`src/rtl/core/itrt_pkg.sv`:
```
package itrt_pkg;

    // digit buffer geometry: 2^63 in base two needs 64 digits
    localparam int MAX_DIGITS = 64;
    localparam int ADDR_W     = 6;
    localparam int CNT_W      = 7;
    localparam int DIGIT_W    = 4;
    localparam int RADIX_W    = 5;

    // bits of the magnitude consumed per division cycle
    localparam int BITS_PER_STEP = 8;
    localparam int STEP_W        = 3;

    localparam logic [RADIX_W-1:0] RADIX_RESET = 5'd10;
    localparam logic [RADIX_W-1:0] BASE_MIN    = 5'd2;
    localparam logic [RADIX_W-1:0] BASE_MAX    = 5'd16;
    localparam logic [RADIX_W-1:0] BASE_DEC    = 5'd10;

    localparam logic [7:0] CHAR_MINUS  = 8'h2d;
    localparam logic [7:0] CHAR_ZERO   = 8'h30;
    localparam logic [7:0] CHAR_A_OFFS = 8'h57;  // 'a' minus ten

    typedef enum logic [2:0] {
        ST_IDLE,
        ST_DIV,
        ST_SIGN,
        ST_RD,
        ST_LD
    } state_t;

    // controller to datapath
    typedef struct packed {
        logic load;       // capture a new value
        logic div_step;   // run one division cycle
        logic sign_load;  // put '-' into the output register
        logic rd;         // read the next digit from the buffer
        logic char_load;  // put the read digit into the output register
    } cmd_t;

    // datapath to controller
    typedef struct packed {
        logic step_last;    // final cycle of the current digit
        logic quot_zero;    // quotient of this digit is zero
        logic sign_needed;  // negative value in base ten
        logic out_free;     // output register can take a character
        logic cnt_one;      // one digit left in the buffer
    } sts_t;

    // digit value to lower-case ASCII
    function automatic logic [7:0] digit_char(input logic [DIGIT_W-1:0] d);
        logic [7:0] d8;
        d8 = {4'd0, d};
        if (d < 4'd10) begin
            return CHAR_ZERO + d8;
        end
        return CHAR_A_OFFS + d8;
    endfunction

endpackage

```
`src/rtl/core/integer_to_radix_text_top.sv`:
```
// Integer to radix text: converts a signed 64-bit value to ASCII text in
// base 2 to 16, one character per output request, most significant first.
// Slave stream s_*: one value per request in s_tdata. Master stream m_*: one
// character per request in m_tdata, m_tlast high on the final character.
// Config channel cfg_*: 5-bit radix, to be written only while the block is
// idle; the block does not enforce this. Values below 2 act as 2, above 16
// as 16. A '-' leads only in base ten. The divider takes eight magnitude
// bits per cycle of a 64-bit long division for each digit; the characters
// then leave the registered-read digit buffer most significant first, a
// sign ahead of them when one is needed. A new value is taken once the last
// character is in the output register, while that character waits.
// Reset (aresetn low, synchronous) returns the radix to ten, empties the
// output register and aborts any conversion in progress; s_tready and
// cfg_ready stay low while it is held.
// A stalled m_tready holds the current character; the block waits.
module integer_to_radix_text_top import itrt_pkg::*; (
    input  logic         aclk,
    input  logic         aresetn,
    // value stream
    input  logic         s_tvalid,
    output logic         s_tready,
    input  logic [63:0]  s_tdata,   // [63:0] value
    // character stream
    output logic         m_tvalid,
    input  logic         m_tready,
    output logic [7:0]   m_tdata,   // [7:0] char_code
    output logic         m_tlast,   // is_last
    // radix register
    input  logic         cfg_valid,
    output logic         cfg_ready,
    input  logic [4:0]   cfg_data   // [4:0] radix
);

    cmd_t cmd;
    sts_t sts;

    assign cfg_ready = aresetn;

    itrt_ctrl u_ctrl (
        .aclk     (aclk),
        .aresetn  (aresetn),
        .s_tvalid (s_tvalid),
        .s_tready (s_tready),
        .sts      (sts),
        .cmd      (cmd)
    );

    itrt_datapath u_dp (
        .aclk      (aclk),
        .aresetn   (aresetn),
        .value     (s_tdata),
        .cfg_valid (cfg_valid),
        .cfg_data  (cfg_data),
        .cmd       (cmd),
        .sts       (sts),
        .m_tready  (m_tready),
        .m_tvalid  (m_tvalid),
        .char_code (m_tdata),
        .is_last   (m_tlast)
    );

endmodule

```
`src/rtl/core/itrt_ram.sv`:
```
module itrt_ram #(
    parameter int WIDTH = 4,
    parameter int DEPTH = 64
) (
    input  logic                     aclk,
    input  logic                     we,
    input  logic [$clog2(DEPTH)-1:0] waddr,
    input  logic [WIDTH-1:0]         wdata,
    input  logic                     re,
    input  logic [$clog2(DEPTH)-1:0] raddr,
    output logic [WIDTH-1:0]         rdata
);

    logic [WIDTH-1:0] mem [DEPTH];
    logic [WIDTH-1:0] rdata_reg;

    // one write port, one registered read port
    always_ff @(posedge aclk) begin
        if (we) begin
            mem[waddr] <= wdata;
        end
        if (re) begin
            rdata_reg <= mem[raddr];
        end
    end

    assign rdata = rdata_reg;

endmodule

```
`src/rtl/core/itrt_ctrl.sv`:
```
module itrt_ctrl import itrt_pkg::*; (
    input  logic aclk,
    input  logic aresetn,
    input  logic s_tvalid,
    output logic s_tready,
    input  sts_t sts,
    output cmd_t cmd
);

    state_t state_reg, state_next;

    // state register
    always_ff @(posedge aclk) begin
        if (!aresetn) begin
            state_reg <= ST_IDLE;
        end else begin
            state_reg <= state_next;
        end
    end

    // next state and commands
    always_comb begin
        state_next = state_reg;
        cmd        = '0;
        s_tready   = 1'b0;
        unique case (state_reg)
            ST_IDLE: begin
                s_tready = aresetn;
                if (s_tvalid && aresetn) begin
                    cmd.load   = 1'b1;
                    state_next = ST_DIV;
                end
            end
            ST_DIV: begin
                cmd.div_step = 1'b1;
                if (sts.step_last && sts.quot_zero) begin
                    state_next = sts.sign_needed ? ST_SIGN : ST_RD;
                end
            end
            ST_SIGN: begin
                if (sts.out_free) begin
                    cmd.sign_load = 1'b1;
                    state_next    = ST_RD;
                end
            end
            ST_RD: begin
                cmd.rd     = 1'b1;
                state_next = ST_LD;
            end
            ST_LD: begin
                if (sts.out_free) begin
                    cmd.char_load = 1'b1;
                    state_next    = sts.cnt_one ? ST_IDLE : ST_RD;
                end
            end
            default: begin
                state_next = ST_IDLE;
            end
        endcase
    end

endmodule

```
`src/rtl/core/itrt_datapath.sv`:
```
module itrt_datapath import itrt_pkg::*; (
    input  logic               aclk,
    input  logic               aresetn,
    input  logic [63:0]        value,
    input  logic               cfg_valid,
    input  logic [RADIX_W-1:0] cfg_data,
    input  cmd_t               cmd,
    output sts_t               sts,
    input  logic               m_tready,
    output logic               m_tvalid,
    output logic [7:0]         char_code,
    output logic               is_last
);

    logic [RADIX_W-1:0] radix_reg;
    logic [RADIX_W-1:0] base;
    logic [63:0]        mag_reg, mag_next;
    logic               neg_reg;
    logic [DIGIT_W-1:0] rem_reg, rem_next;
    logic [STEP_W-1:0]  step_reg;
    logic [CNT_W-1:0]   cnt_reg;
    logic [CNT_W-1:0]   cnt_dec;
    logic               out_valid_reg;
    logic [7:0]         out_char_reg;
    logic               out_last_reg;
    logic               out_free;
    logic               step_last;
    logic               ram_we;
    logic [DIGIT_W-1:0] ram_rdata;

    // radix register
    always_ff @(posedge aclk) begin
        if (!aresetn) begin
            radix_reg <= RADIX_RESET;
        end else if (cfg_valid) begin
            radix_reg <= cfg_data;
        end
    end

    // clamp the radix to the supported range
    always_comb begin
        if (radix_reg < BASE_MIN) begin
            base = BASE_MIN;
        end else if (radix_reg > BASE_MAX) begin
            base = BASE_MAX;
        end else begin
            base = radix_reg;
        end
    end

    // long division by the base, eight magnitude bits per cycle
    always_comb begin
        logic [DIGIT_W:0]         t;
        logic [DIGIT_W-1:0]       r;
        logic [BITS_PER_STEP-1:0] q;
        r = rem_reg;
        q = '0;
        for (int i = BITS_PER_STEP - 1; i >= 0; i--) begin
            t = {r, mag_reg[64 - BITS_PER_STEP + i]};
            if (t >= base) begin
                t    = t - base;
                q[i] = 1'b1;
            end
            r = t[DIGIT_W-1:0];
        end
        rem_next = r;
        mag_next = {mag_reg[63-BITS_PER_STEP:0], q};
    end

    assign step_last = (step_reg == {STEP_W{1'b1}});
    assign ram_we    = cmd.div_step && step_last;
    assign cnt_dec   = cnt_reg - 1'b1;

    // magnitude, remainder and digit counters
    always_ff @(posedge aclk) begin
        if (cmd.load) begin
            mag_reg  <= value[63] ? (64'd0 - value) : value;
            neg_reg  <= value[63];
            rem_reg  <= '0;
            step_reg <= '0;
            cnt_reg  <= '0;
        end else if (cmd.div_step) begin
            mag_reg  <= mag_next;
            step_reg <= step_reg + 1'b1;
            if (step_last) begin
                rem_reg <= '0;
                cnt_reg <= cnt_reg + 1'b1;
            end else begin
                rem_reg <= rem_next;
            end
        end else if (cmd.char_load) begin
            cnt_reg <= cnt_dec;
        end
    end

    // digits are stored least significant first and read back in reverse
    itrt_ram #(
        .WIDTH (DIGIT_W),
        .DEPTH (MAX_DIGITS)
    ) u_digits (
        .aclk  (aclk),
        .we    (ram_we),
        .waddr (cnt_reg[ADDR_W-1:0]),
        .wdata (rem_next),
        .re    (cmd.rd),
        .raddr (cnt_dec[ADDR_W-1:0]),
        .rdata (ram_rdata)
    );

    // output register
    assign out_free = !out_valid_reg || m_tready;

    always_ff @(posedge aclk) begin
        if (!aresetn) begin
            out_valid_reg <= 1'b0;
        end else if (cmd.sign_load || cmd.char_load) begin
            out_valid_reg <= 1'b1;
        end else if (m_tready) begin
            out_valid_reg <= 1'b0;
        end
    end

    always_ff @(posedge aclk) begin
        if (cmd.sign_load) begin
            out_char_reg <= CHAR_MINUS;
            out_last_reg <= 1'b0;
        end else if (cmd.char_load) begin
            out_char_reg <= digit_char(ram_rdata);
            out_last_reg <= (cnt_reg == {{(CNT_W-1){1'b0}}, 1'b1});
        end
    end

    assign m_tvalid  = out_valid_reg;
    assign char_code = out_char_reg;
    assign is_last   = out_last_reg;

    // status to the controller
    assign sts.step_last   = step_last;
    assign sts.quot_zero   = (mag_next == 64'd0);
    assign sts.sign_needed = neg_reg && (base == BASE_DEC);
    assign sts.out_free    = out_free;
    assign sts.cnt_one     = (cnt_reg == {{(CNT_W-1){1'b0}}, 1'b1});

endmodule

```
`config.mk`:
```
export PLATFORM = sky130hd
export DESIGN_NAME = integer_to_radix_text_top
export DESIGN_NICKNAME = d
export VERILOG_FILES = /design/src/rtl/core/itrt_pkg.sv /design/src/rtl/core/integer_to_radix_text_top.sv /design/src/rtl/core/itrt_ram.sv /design/src/rtl/core/itrt_ctrl.sv /design/src/rtl/core/itrt_datapath.sv
export SDC_FILE = /design/constraint.sdc
export NUM_CORES = 1
export LEC_CHECK = 0
export BUFFER_PORTS_ARGS = -buffer_cell sky130_fd_sc_hd__buf_2
export CAP_MARGIN = 20
export CORE_MARGIN = 2
export CORE_UTILIZATION = 35
export DETAILED_ROUTE_END_ITERATION = 7
export HOLD_SLACK_MARGIN = 0.03
export PLACE_DENSITY_LB_ADDON = 0.08
export SLEW_MARGIN = 10
export SYNTH_ARGS = -nofsm -noshare
export SYNTH_HDL_FRONTEND = slang
export SYNTH_SLANG_ARGS = --single-unit
export TNS_END_PERCENT = 50
```
`constraint.sdc`:
```
create_clock -name aclk -period 16.9 [get_ports aclk]
set_input_delay 0 -clock aclk [delete_from_list [all_inputs] [get_ports aclk]]
set_output_delay 0 -clock aclk [all_outputs]
set_load 0.02 [all_outputs]
```
# [Word level (Yosys, flattened, before mapping)]
# Memory sizes are Yosys's and may differ from the RTL's. A register that Yosys moved wholly into a read port is not among the register bits.
# Index checks and enable logic that the tools add are counted.
[word_totals] register_bits=97 ramBits=256 inputBits=74 output_inout_bits=12 word_cells=111 memories=1
[op_classes] addsub=14 magnitude_cmp=11 eq_ne=12 mux=49 reduce_logical=14
[memory_table] memory="u_dp.u_digits.mem" words=64 word_bits=4 read_ports=1 rd_clocked_by_memory_dff=1 write_ports=1 line="itrt_ram.sv:14" text="logic [WIDTH-1:0] mem [DEPTH];"
[ops] operator="$mux W64" count=3
[ops] operator="$logic_not A64 Y1" count=1
[ops] operator="$sub A1 B64 Y64 const A" count=1
[ops] operator="$ge A5 B5 Y1" count=8
[ops] operator="$mux W4" count=9
[ops] operator="$sub A4 B4 Y4" count=8
[ops] operator="$mux W1" count=24
[ops] operator="$mux W7" count=3
[ops] operator="$mux W8" count=2
[ops] operator="$pmux W3 S5" count=1
[ops] operator="$mux W3" count=4
[ops] operator="$mux W5" count=2
[ops] operator="$add A7 B4 Y8 const A" count=1
[ops] operator="$ne A2 B1 Y1 const B" count=4
[ops] operator="$add A6 B4 Y7 const A" count=1
[ops] operator="$add A7 B1 Y7 const B" count=1
[ops] operator="$eq A7 B1 Y1 const B" count=1
[ops] operator="$sub A7 B1 Y7 const B" count=1
[ops] operator="$eq A3 B2 Y1 const B" count=2
[ops] operator="$eq A3 B3 Y1 const B" count=2
[ops] operator="$reduce_bool A2 Y1" count=3
[ops] operator="$eq A5 B4 Y1 const B" count=1
[ops] operator="$gt A5 B5 Y1 const B" count=1
[ops] operator="$lt A5 B2 Y1 const B" count=1
[ops] operator="11 further kinds" count=15

# [Depth between registers and ports, before layout]
# Gate-level depths: netlist (run 1).
[logic_depth] ltp_word=23 ltp_mapped=55 mapped_depth_nobuf=53

# [By module]
# From an unflattened synthesis (run 1), not the netlist that was laid out.
[unflattened] cells_unflattened=1389 area_unflattened_um2=18161.2
[modules_own_cells] module="itrt_ram" instances=1 cells_per_inst=521 area_per_inst_um2=10447.5 seq_area_each_um2=7807.5
[modules_own_cells] module="itrt_datapath" instances=1 cells_per_inst=833 area_per_inst_um2=7397.1 seq_area_each_um2=2512.4
[modules_own_cells] module="itrt_ctrl" instances=1 cells_per_inst=34 area_per_inst_um2=309.0 seq_area_each_um2=60.1
[modules_own_cells] module="integer_to_radix_text_top" instances=1 cells_per_inst=1 area_per_inst_um2=7.5 seq_area_each_um2=0.0

# [Worst setup path after synthesis (run 1)]
# Ideal clock, no wire load.
[synth_timing] path_type="register to register" start="register u_dp.radix_reg[2]" end="memory u_dp.u_digits.mem[0][3] (data pin)" setup_time_ps=702 arrival_time_ps=13291 required_ps=16198 slack_ps=2907 stages_incl_launch_ff=50 n_path_buf=2 period_less_slack_ps=13993 cell_sequence="dfxtp_1 > nor2_1 > o21ai_0 > ha_1 > a21o_1 > a31oi_1 > o21ai_1 > mux2_2 > ha_1 > and3_1 > o21ai_0 > and2_1 > clkbuf_1 > inv_1 > mux2_2 > ha_1 > a311oi_1 > nand3_1 > (+14 left out) > o22ai_1 > ha_1 > a21oi_1 > a21boi_0 > a211oi_1 > o211ai_1 > and2_1 > ha_1 > a21o_1 > a31oi_1 > o21ai_1 > mux2_2 > inv_1 > ha_1 > a211oi_1 > o31ai_1 > clkbuf_1 > o21ai_0"
[synth_via] elab_chain_len=19 word_cells_on_any_way=28 cone_classes="add/sub: 8; order compare: 10; mux: 10"
[synth_lines] item="start: declaration" line="itrt_datapath.sv:15" text="logic [RADIX_W-1:0] radix_reg;"
[synth_lines] item="start signal: assignment" line="itrt_datapath.sv:36" text="radix_reg <= cfg_data;"
[synth_lines] item="$gt A5 B5 Y1" line="itrt_datapath.sv:44" text="end else if (radix_reg > BASE_MAX) begin"
[synth_lines] item="$mux W5" line="itrt_datapath.sv:44"
[synth_lines] item="$mux W5 (*)" line="itrt_datapath.sv:42" text="if (radix_reg < BASE_MIN) begin"
[synth_lines] item="$sub A4 B4 Y4 or $ge A5 B5 Y1 (tied branches)" line="itrt_datapath.sv:61, itrt_datapath.sv:60"
[synth_lines] item="$mux W4" line="itrt_datapath.sv:60" text="if (t >= base) begin"
[synth_lines] item="$sub A4 B4 Y4 or $ge A5 B5 Y1 (tied branches)" line="itrt_datapath.sv:61, itrt_datapath.sv:60"
[synth_lines] item="$mux W4" line="itrt_datapath.sv:60"
[synth_lines] item="$sub A4 B4 Y4 or $ge A5 B5 Y1 (tied branches)" line="itrt_datapath.sv:61, itrt_datapath.sv:60"
[synth_lines] item="(+4 left out)"
[synth_lines] item="$mux W4" line="itrt_datapath.sv:60"
[synth_lines] item="$sub A4 B4 Y4 or $ge A5 B5 Y1 (tied branches)" line="itrt_datapath.sv:61, itrt_datapath.sv:60"
[synth_lines] item="$mux W4" line="itrt_datapath.sv:60"
[synth_lines] item="$sub A4 B4 Y4 or $ge A5 B5 Y1 (tied branches)" line="itrt_datapath.sv:61, itrt_datapath.sv:60"
[synth_lines] item="$mux W4" line="itrt_datapath.sv:60"
[synth_lines] item="$sub A4 B4 Y4 or $ge A5 B5 Y1 (tied branches)" line="itrt_datapath.sv:61, itrt_datapath.sv:60"
[synth_lines] item="$mux W4 (*)" line="itrt_datapath.sv:60"
[synth_lines] item="via u_dp.rem_next[3]" line="itrt_datapath.sv:19" text="logic [DIGIT_W-1:0] rem_reg, rem_next;"
[synth_lines] item="end: declaration" line="itrt_ram.sv:14"
# Mark *: on every way through the listed nets, which the timed path passes. The rest lies on a longest branch.

# [Final worst setup path (run 1)]
[layout_timing] start="register u_dp.radix_reg[4]" end="memory u_dp.u_digits.mem[49][1] (data pin)"
[layout_via] elab_chain_len=19 word_cells_on_any_way=28 cone_classes="add/sub: 8; order compare: 10; mux: 10"
[layout_lines] item="$gt A5 B5 Y1" line="itrt_datapath.sv:44"
[layout_lines] item="$mux W5" line="itrt_datapath.sv:44"
[layout_lines] item="$mux W5 (*)" line="itrt_datapath.sv:42"
[layout_lines] item="$sub A4 B4 Y4 or $ge A5 B5 Y1 (tied branches)" line="itrt_datapath.sv:61, itrt_datapath.sv:60"
[layout_lines] item="$mux W4" line="itrt_datapath.sv:60"
[layout_lines] item="$sub A4 B4 Y4 or $ge A5 B5 Y1 (tied branches)" line="itrt_datapath.sv:61, itrt_datapath.sv:60"
[layout_lines] item="$mux W4" line="itrt_datapath.sv:60"
[layout_lines] item="$sub A4 B4 Y4 or $ge A5 B5 Y1 (tied branches)" line="itrt_datapath.sv:61, itrt_datapath.sv:60"
[layout_lines] item="(+4 left out)"
[layout_lines] item="$mux W4" line="itrt_datapath.sv:60"
[layout_lines] item="$sub A4 B4 Y4 or $ge A5 B5 Y1 (tied branches)" line="itrt_datapath.sv:61, itrt_datapath.sv:60"
[layout_lines] item="$mux W4" line="itrt_datapath.sv:60"
[layout_lines] item="$ge A5 B5 Y1 or $sub A4 B4 Y4 (tied branches)" line="itrt_datapath.sv:60, itrt_datapath.sv:61"
[layout_lines] item="$mux W4" line="itrt_datapath.sv:60"
[layout_lines] item="$sub A4 B4 Y4 or $ge A5 B5 Y1 (tied branches)" line="itrt_datapath.sv:61, itrt_datapath.sv:60"
[layout_lines] item="$mux W4 (*)" line="itrt_datapath.sv:60"
[layout_lines] item="via u_dp.rem_next[1]" line="itrt_datapath.sv:19"
# Marked as above.

==> key figures, run 1 <==
Status
  – Outcome: complete, no violations

Logic synthesis
  – Syn avg cell area: 12.62 um2
  – Mapped Cells: 1409
  – Share of the synthesized area in the top cell type: 54.88%
  – Syn_nets: 1538
  – Post-synthesis cell type count: 68
  – Synthesis warning total: 0
  – Dominant cells by area after synthesis: edfxtp_1 (55%), mux4_2 (8.1%), dfxtp_1 (3.5%), nand2_1 (3.4%), ha_1 (3.3%)
  – Seq cells post-synth: around 360
  – Synth Flop Type: edfxtp_1
  – Area leader, netlist: edfxtp_1
  – Post-synthesis cell area: about 18000 um2
  – Post-synthesis sequential area ratio: about three fifths
  – Ys async rst share: 0%
  – Synth top cells by count: edfxtp_1 (325), nand2_1 (160), nor2_1 (123), o21ai_0 (84), mux4_2 (64)
  – Post-synth EDFFs: 325
  – Most frequent cell after synthesis: edfxtp_1

Setup path
  – CP endpoint kind: register
  – CP endpoint: u_dp.u_digits.mem[49][1]
  – Critical path launch point type: register
  – Crit-path max cell delay: around 0.55 ns
  – Critical path's slowest cell: a211oi_1
  – Worst R2R Start: u_dp.radix_reg[4]
  – R2R setup slack: 3.30 ns
  – R2R depth: 51
  – Max FO, Critical Path: 65
  – Crit. Startpoint: u_dp.radix_reg[4]
  – Worst path most repeated cell: ha_1
  – Setup CP Type: register to register
  – Critical Path AT: 13.87 ns
  – CP required: ~17 ns
  – Critical R2R Capture: u_dp.u_digits.mem[49][1]

Detailed routing
  – Drt drc: 0
  – Routed wl met2: around 22 mm
  – Vias per cell: between 5 and 6
  – Metal-1 WL: roughly 22 mm
  – Routed len/inst: about 21 um
  – Iter 0 DRT Violations: 838
  – Pre-antenna DRT Iters: 5
  – Highest metal used: met4
  – Via count: ~12k
  – Antenna Nets Post-Route: 0
  – Routed met3 length: 1.938 mm
  – Routed wire length: 47.10 mm

Global route
  – Antenna violations before repair: 0
  – Pin count of the biggest net entering global routing: 111
  – Number of global-route vias before repair: 12.19k
  – First-pass GRT wire length: a little over 70 mm
  – All-Layer GR Usage: 17.90%
  – Grt ovf: 0

Placed design
  – Placed cell areas: 18920 um2
  – RePlAce Congestion: 0.8116
  – Port buffer count: 84
  – Post-DP HPWL: 31.00 mm

STA
  – RSZ-0062 raised after global routing: false
  – TNS Setup: 0 ns
  – Final Skew: 0.01984 ns
  – Hold Violations, Final: 0
  – Relative slew slack: 30.92%
  – Min Tclk post-route: 13.60 ns
  – Crit share post-route: 80.46%
  – F_max: 73.54 MHz
  – Fin. max-slew vios: 0
  – Tightest Pin Transition: between 1 and 1.5 ns
  – Final Setup Violations: 0

Die
  – Die area: 52630 um2
  – I/O Pins: 86
  – Std-Cell Core Area: ~50000 um2
  – Starting density of the core: 35.45%
  – Die Height: 229.4 um
  – Die width: 229.4 um
  – Row count: 82

Final layout
  – Fill cells: 4641
  – Diode count: 0
  – Nets: 1699
  – Area growth, synth to finish: 18.95%
  – Final Cell Area: 21160 um2
  – Largest register FFs: 256
  – Share of layout cells above drive strength 1: 16.24%
  – Layout Utilization: 42.17%

CTS
  – CTS Buffer Depth: 3
  – CTS Buf Count: 40
  – Cts repair resizes: 0
  – Worst-skew pair later-pin latency: 0.56 ns
  – CTS tree: yes
  – Post-CTS Setup Inserts: 0
  – Clock root buffer: clkbuf_16
  – Cts hold-fix bufs: 95
  – # H-tree levels: 2
  – Clk slew on worst S/H paths: about 0.06 ns
  – Clk sinks: 356

Job
  – Max Cap Viol: 0

Min path
  – Min-delay worst type: primary input to register
## how the worst min path moves through the flow
| stage | from | slack [ns] | endpoint | cells past startpoint |
|---|---|---|---|---|
| finish | s_tdata[6] | 0.09 | u_dp.mag_reg[6] | 4 |
| global route | s_tdata[6] | 0.12 | u_dp.mag_reg[6] | 4 |
| CTS | s_tdata[6] | 0.05 | u_dp.mag_reg[6] | 4 |
| detailed placement | cfg_data[1] | 0.23 | u_dp.radix_reg[1] | 3 |
| global placement | cfg_data[1] | 0.23 | u_dp.radix_reg[1] | 3 |
| floorplan | s_tdata[63] | 0.1 | u_dp.neg_reg | 0 |
## kinds of logic after synthesis
group                    Yosys count  share of synthesized area (%)
AND/OR/NAND/NOR                  458                          12.11
flip-flops                       356                          58.37
XOR/XNOR                          85                          4.186
multiplexers                      87                          9.462
buffers and inverters            115                          2.526
AO/OA/AOI/OAI                    252                          9.118
adder cells (fa/ha/maj)           55                          4.207
other                              1                        0.02109
## layout by cell type (no fill, tap or decap), types with 10 or more instances in the layout
cell type        n
edfxtp_1       325
nand2_1        159
nor2_1         123
dlygate4sd3_1   96
buf_2           84
o21ai_0         82
mux4_2          64
xor2_1          61
a21oi_1         47
ha_1            46
clkbuf_16       41
inv_1           39
nand3_1         37
dfxtp_1         30
or3_1           24
xnor2_1         22
nor4_1          20
o31ai_1         17
o41ai_1         16
a21o_1          15
nand4_1         14
nor3_1          13
nand2b_1        13
mux2i_1         13
o21ai_1         12
buf_4           12
nor2b_1         10
## per-layer routing
metal	track usage [%]	up-vias
li1	-	5673
met1	25.18	6036
met2	29.21	257
met3	2.141	50
met4	5.012	0
met5	0	-
## layout make-up
type / instances / area [um2] / share of cell area [%]
Sequential cell: 356 / 10380 / 49.08
Inverter: 40 / 150.1 / 0.7097
Multi-Input combinational cell: 938 / 7033 / 33.24
Timing Repair Buffer: 194 / 1511 / 7.145
Clock buffer: 47 / 1049 / 4.956
Clock inverter: 26 / 187.7 / 0.8872
Tap cell: 672 / 840.8 / 3.974
## stage by stage
stage	worst slack, ns	hold slack [ns]	instances
6_report	3.302	0.08900	2273
2_1_floorplan	2.907	0.09887	1409
3_3_place_gp	3.449	0.2277	2102
3_5_place_dp	3.103	0.2267	2102
4_1_cts	3.059	0.05198	2270
5_1_grt	1.826	0.1227	2273
## critical path: cells and delay by family, from the launching register on
family	cells	cell delay [ns]
flops	1	0.31
simple gates	10	2.05
buf+inv	5	1.37
fa+ha+maj	8	2.62
mux	3	0.94
compound gates	25	5.90
Power of run 1 is left out: the tool's default activity adds up to more than one toggle a clock period on the data nets, which glitch-free logic cannot reach.
==> run 2, diff against run 1 <==
clock period = 10.95 ns   (was 16.9 ns; I/O delays follow)
==> key figures, run 2 (synthesis results as in run 1) <==
Status
  – Outcome: complete, no violations (unchanged)

Global route
  – All-Layer GR Usage: 18.92% (was 17.90%)
  – First-pass GRT wire length: 75.60 mm (was 72.47 mm)
  – Antenna violations before repair: 0 (unchanged)
  – Grt ovf: 0 (unchanged)
  – Pin count of the biggest net entering global routing: 112 (was 111)
  – Number of global-route vias before repair: 12.47k (was 12.19k)

Die
  – Die area: 52630 um2 (unchanged)
  – I/O Pins: 86 (unchanged)
  – Std-Cell Core Area: 50170 um2 (unchanged)
  – Starting density of the core: 35.45% (unchanged)
  – Die Height: 229.4 um (unchanged)
  – Die width: 229.4 um (unchanged)
  – Row count: 82 (unchanged)

CTS
  – CTS Buffer Depth: 3 (unchanged)
  – # H-tree levels: 2 (unchanged)
  – Clock root buffer: clkbuf_16 (unchanged)
  – CTS tree: yes (unchanged)
  – Clk sinks: 356 (unchanged)
  – Clk slew on worst S/H paths: 0.06 ns (about the same)
  – Worst-skew pair later-pin latency: 0.55 ns (was 0.56 ns)
  – CTS Buf Count: 40 (unchanged)

Setup path
  – CP delay by family, top: compound AO/OA/AOI/OAI gates (unchanged)
  – Critical path's slowest cell: or3_4 (was a211oi_1)
  – Max FO, Critical Path: 8 (was 65)
  – Crit-path max cell delay: 0.47 ns (was 0.55 ns)
  – CP required: 11.22 ns (was 17.17 ns)
  – Buf+Inv Stages, Crit Path: 6 (was 5)
  – Critical path launch point type: register (unchanged)
  – Setup CP Type: register to register (unchanged)
  – Critical Path AT: 10.83 ns (was 13.87 ns)
  – CP endpoint kind: register (unchanged)

Final layout
  – Diode count: 0 (unchanged)
  – Commonest non-fill, non-tap cell in the layout: edfxtp_1 (unchanged)
  – Post-Layout Cell Count: 2320 (was 2273)
  – Nets: 1746 (was 1699)
  – Largest register FFs: 256 (unchanged)
  – Area growth, synth to finish: 23.70% (was 18.95%)
  – Layout Utilization: 43.85% (was 42.17%)
  – Share of layout cells above drive strength 1: 21.97% (was 16.24%)
  – Most frequent cells in the layout: edfxtp_1 (325), nand2_1 (156), nor2_1 (119), dlygate4sd3_1 (89), buf_2 (85) (was edfxtp_1 (325), nand2_1 (159), nor2_1 (123), dlygate4sd3_1 (96), buf_2 (84))

Detailed routing
  – Routed len/inst: 21.46 um (was 20.72 um)
  – Pre-antenna DRT Iters: 6 (was 5)
  – Antenna Nets Post-Route: 0 (unchanged)
  – Vias per cell: 5.284 (was 5.286)
  – Via count: 12.26k (was 12.02k)
  – Routed wire length: 49.80 mm (was 47.10 mm)
  – Iter 0 DRT Violations: 1003 (was 838)
  – Drt drc: 0 (unchanged)

STA
  – Relative slew slack: 30.72% (was 30.92%)
  – F_max: 94.70 MHz (was 73.54 MHz)
  – Final Skew: 0.02014 ns (was 0.01984 ns)
  – Hold_ws: 0.05857 ns (was 0.08900 ns)
  – Min Tclk post-route: 10.56 ns (was 13.60 ns)
  – Crit share post-route: 96.44% (was 80.46%)
  – Hold Violations, Final: 0 (unchanged)
  – Tightest Pin Transition: 1.039 ns (was 1.036 ns)
  – Final Setup Violations: 0 (unchanged)
  – Fin. max-slew vios: 0 (unchanged)

Job
  – Max Cap Viol: 0 (unchanged)

Placed design
  – Placed cells: 2130 (was 2102)
  – RePlAce Congestion: 0.8127 (was 0.8116)
  – Post-DP HPWL: 31.45 mm (was 31.00 mm)
  – Port buffer count: 84 (unchanged)

Min path
  – Min-delay worst type: primary input to register (unchanged)
-- run 2: worst reg2reg max path, delay by kind of cell, from the launching register on --
kind | cells | cell delay, ns
muxes | 4 | 1.35
adders and majority gates | 8 | 2.15
and+or+nand+nor | 9 | 1.75
AOI/OAI and AO/OA | 21 | 4.03
buffers and inverters | 6 | 0.69
DFF | 1 | 0.33
-- run 2: area by class of cell --
type,count,area (um2)
inverter,40,150.1
sequential,356,10390
multi-input combinational,945,7530
clock inverter,10,78.83
timing repair buffer,234,1856
tap,672,840.8
clock buffer,63,1160
fill,4643,28170
-- run 2: per-layer routing --
metal  track usage [%]  wire (um)  vias up
li1                  -          -     5778
met1             27.32      23510     6145
met2             29.94      23030      275
met3             2.901       2396       62
met4             4.505        862        0
met5                 0          0        -
-- run 2: path summary, 6_finish.rpt --
| path | startpoint | end | slack (ns) | cells after the start |
|---|---|---|---|---|
| worst max register to register | u_dp.radix_reg[1] | u_dp.u_digits.mem[62][2] | 0.39 | 48 |
| worst min register to register | u_dp.char_code[5] | u_dp.char_code[5] | 0.45 | 2 |
| worst max-delay path | u_dp.radix_reg[1] | u_dp.u_digits.mem[62][2] | 0.39 | 48 |
| worst min-delay path | s_tdata[35] | u_dp.mag_reg[35] | 0.06 | 3 |
-- run 2: timing repair --
action / 4_1_cts / 5_1_grt
setup buffers: 8 / 14
setup endpoints to repair: 259 / 263
gates resized for setup: 24 / 56
pin swaps: 11 / 36
endpoints found under the hold margin: 71 / 0
hold buffers: 89 / 0
cloned: 8 / 0
-- run 2: per-stage QoR --
step	worst slack [ns]	area (um2)	setup TNS (ns)
global route	-0.1422	22000	-19.04
global placement	-0.02507	19220	-1.341
finish	0.3898	22000	0
detailed placement	-0.2835	19230	-30.85
floorplan	0.0004832	17900	0
CTS	0.03808	21610	0
Power of run 2 is left out for the same reason.
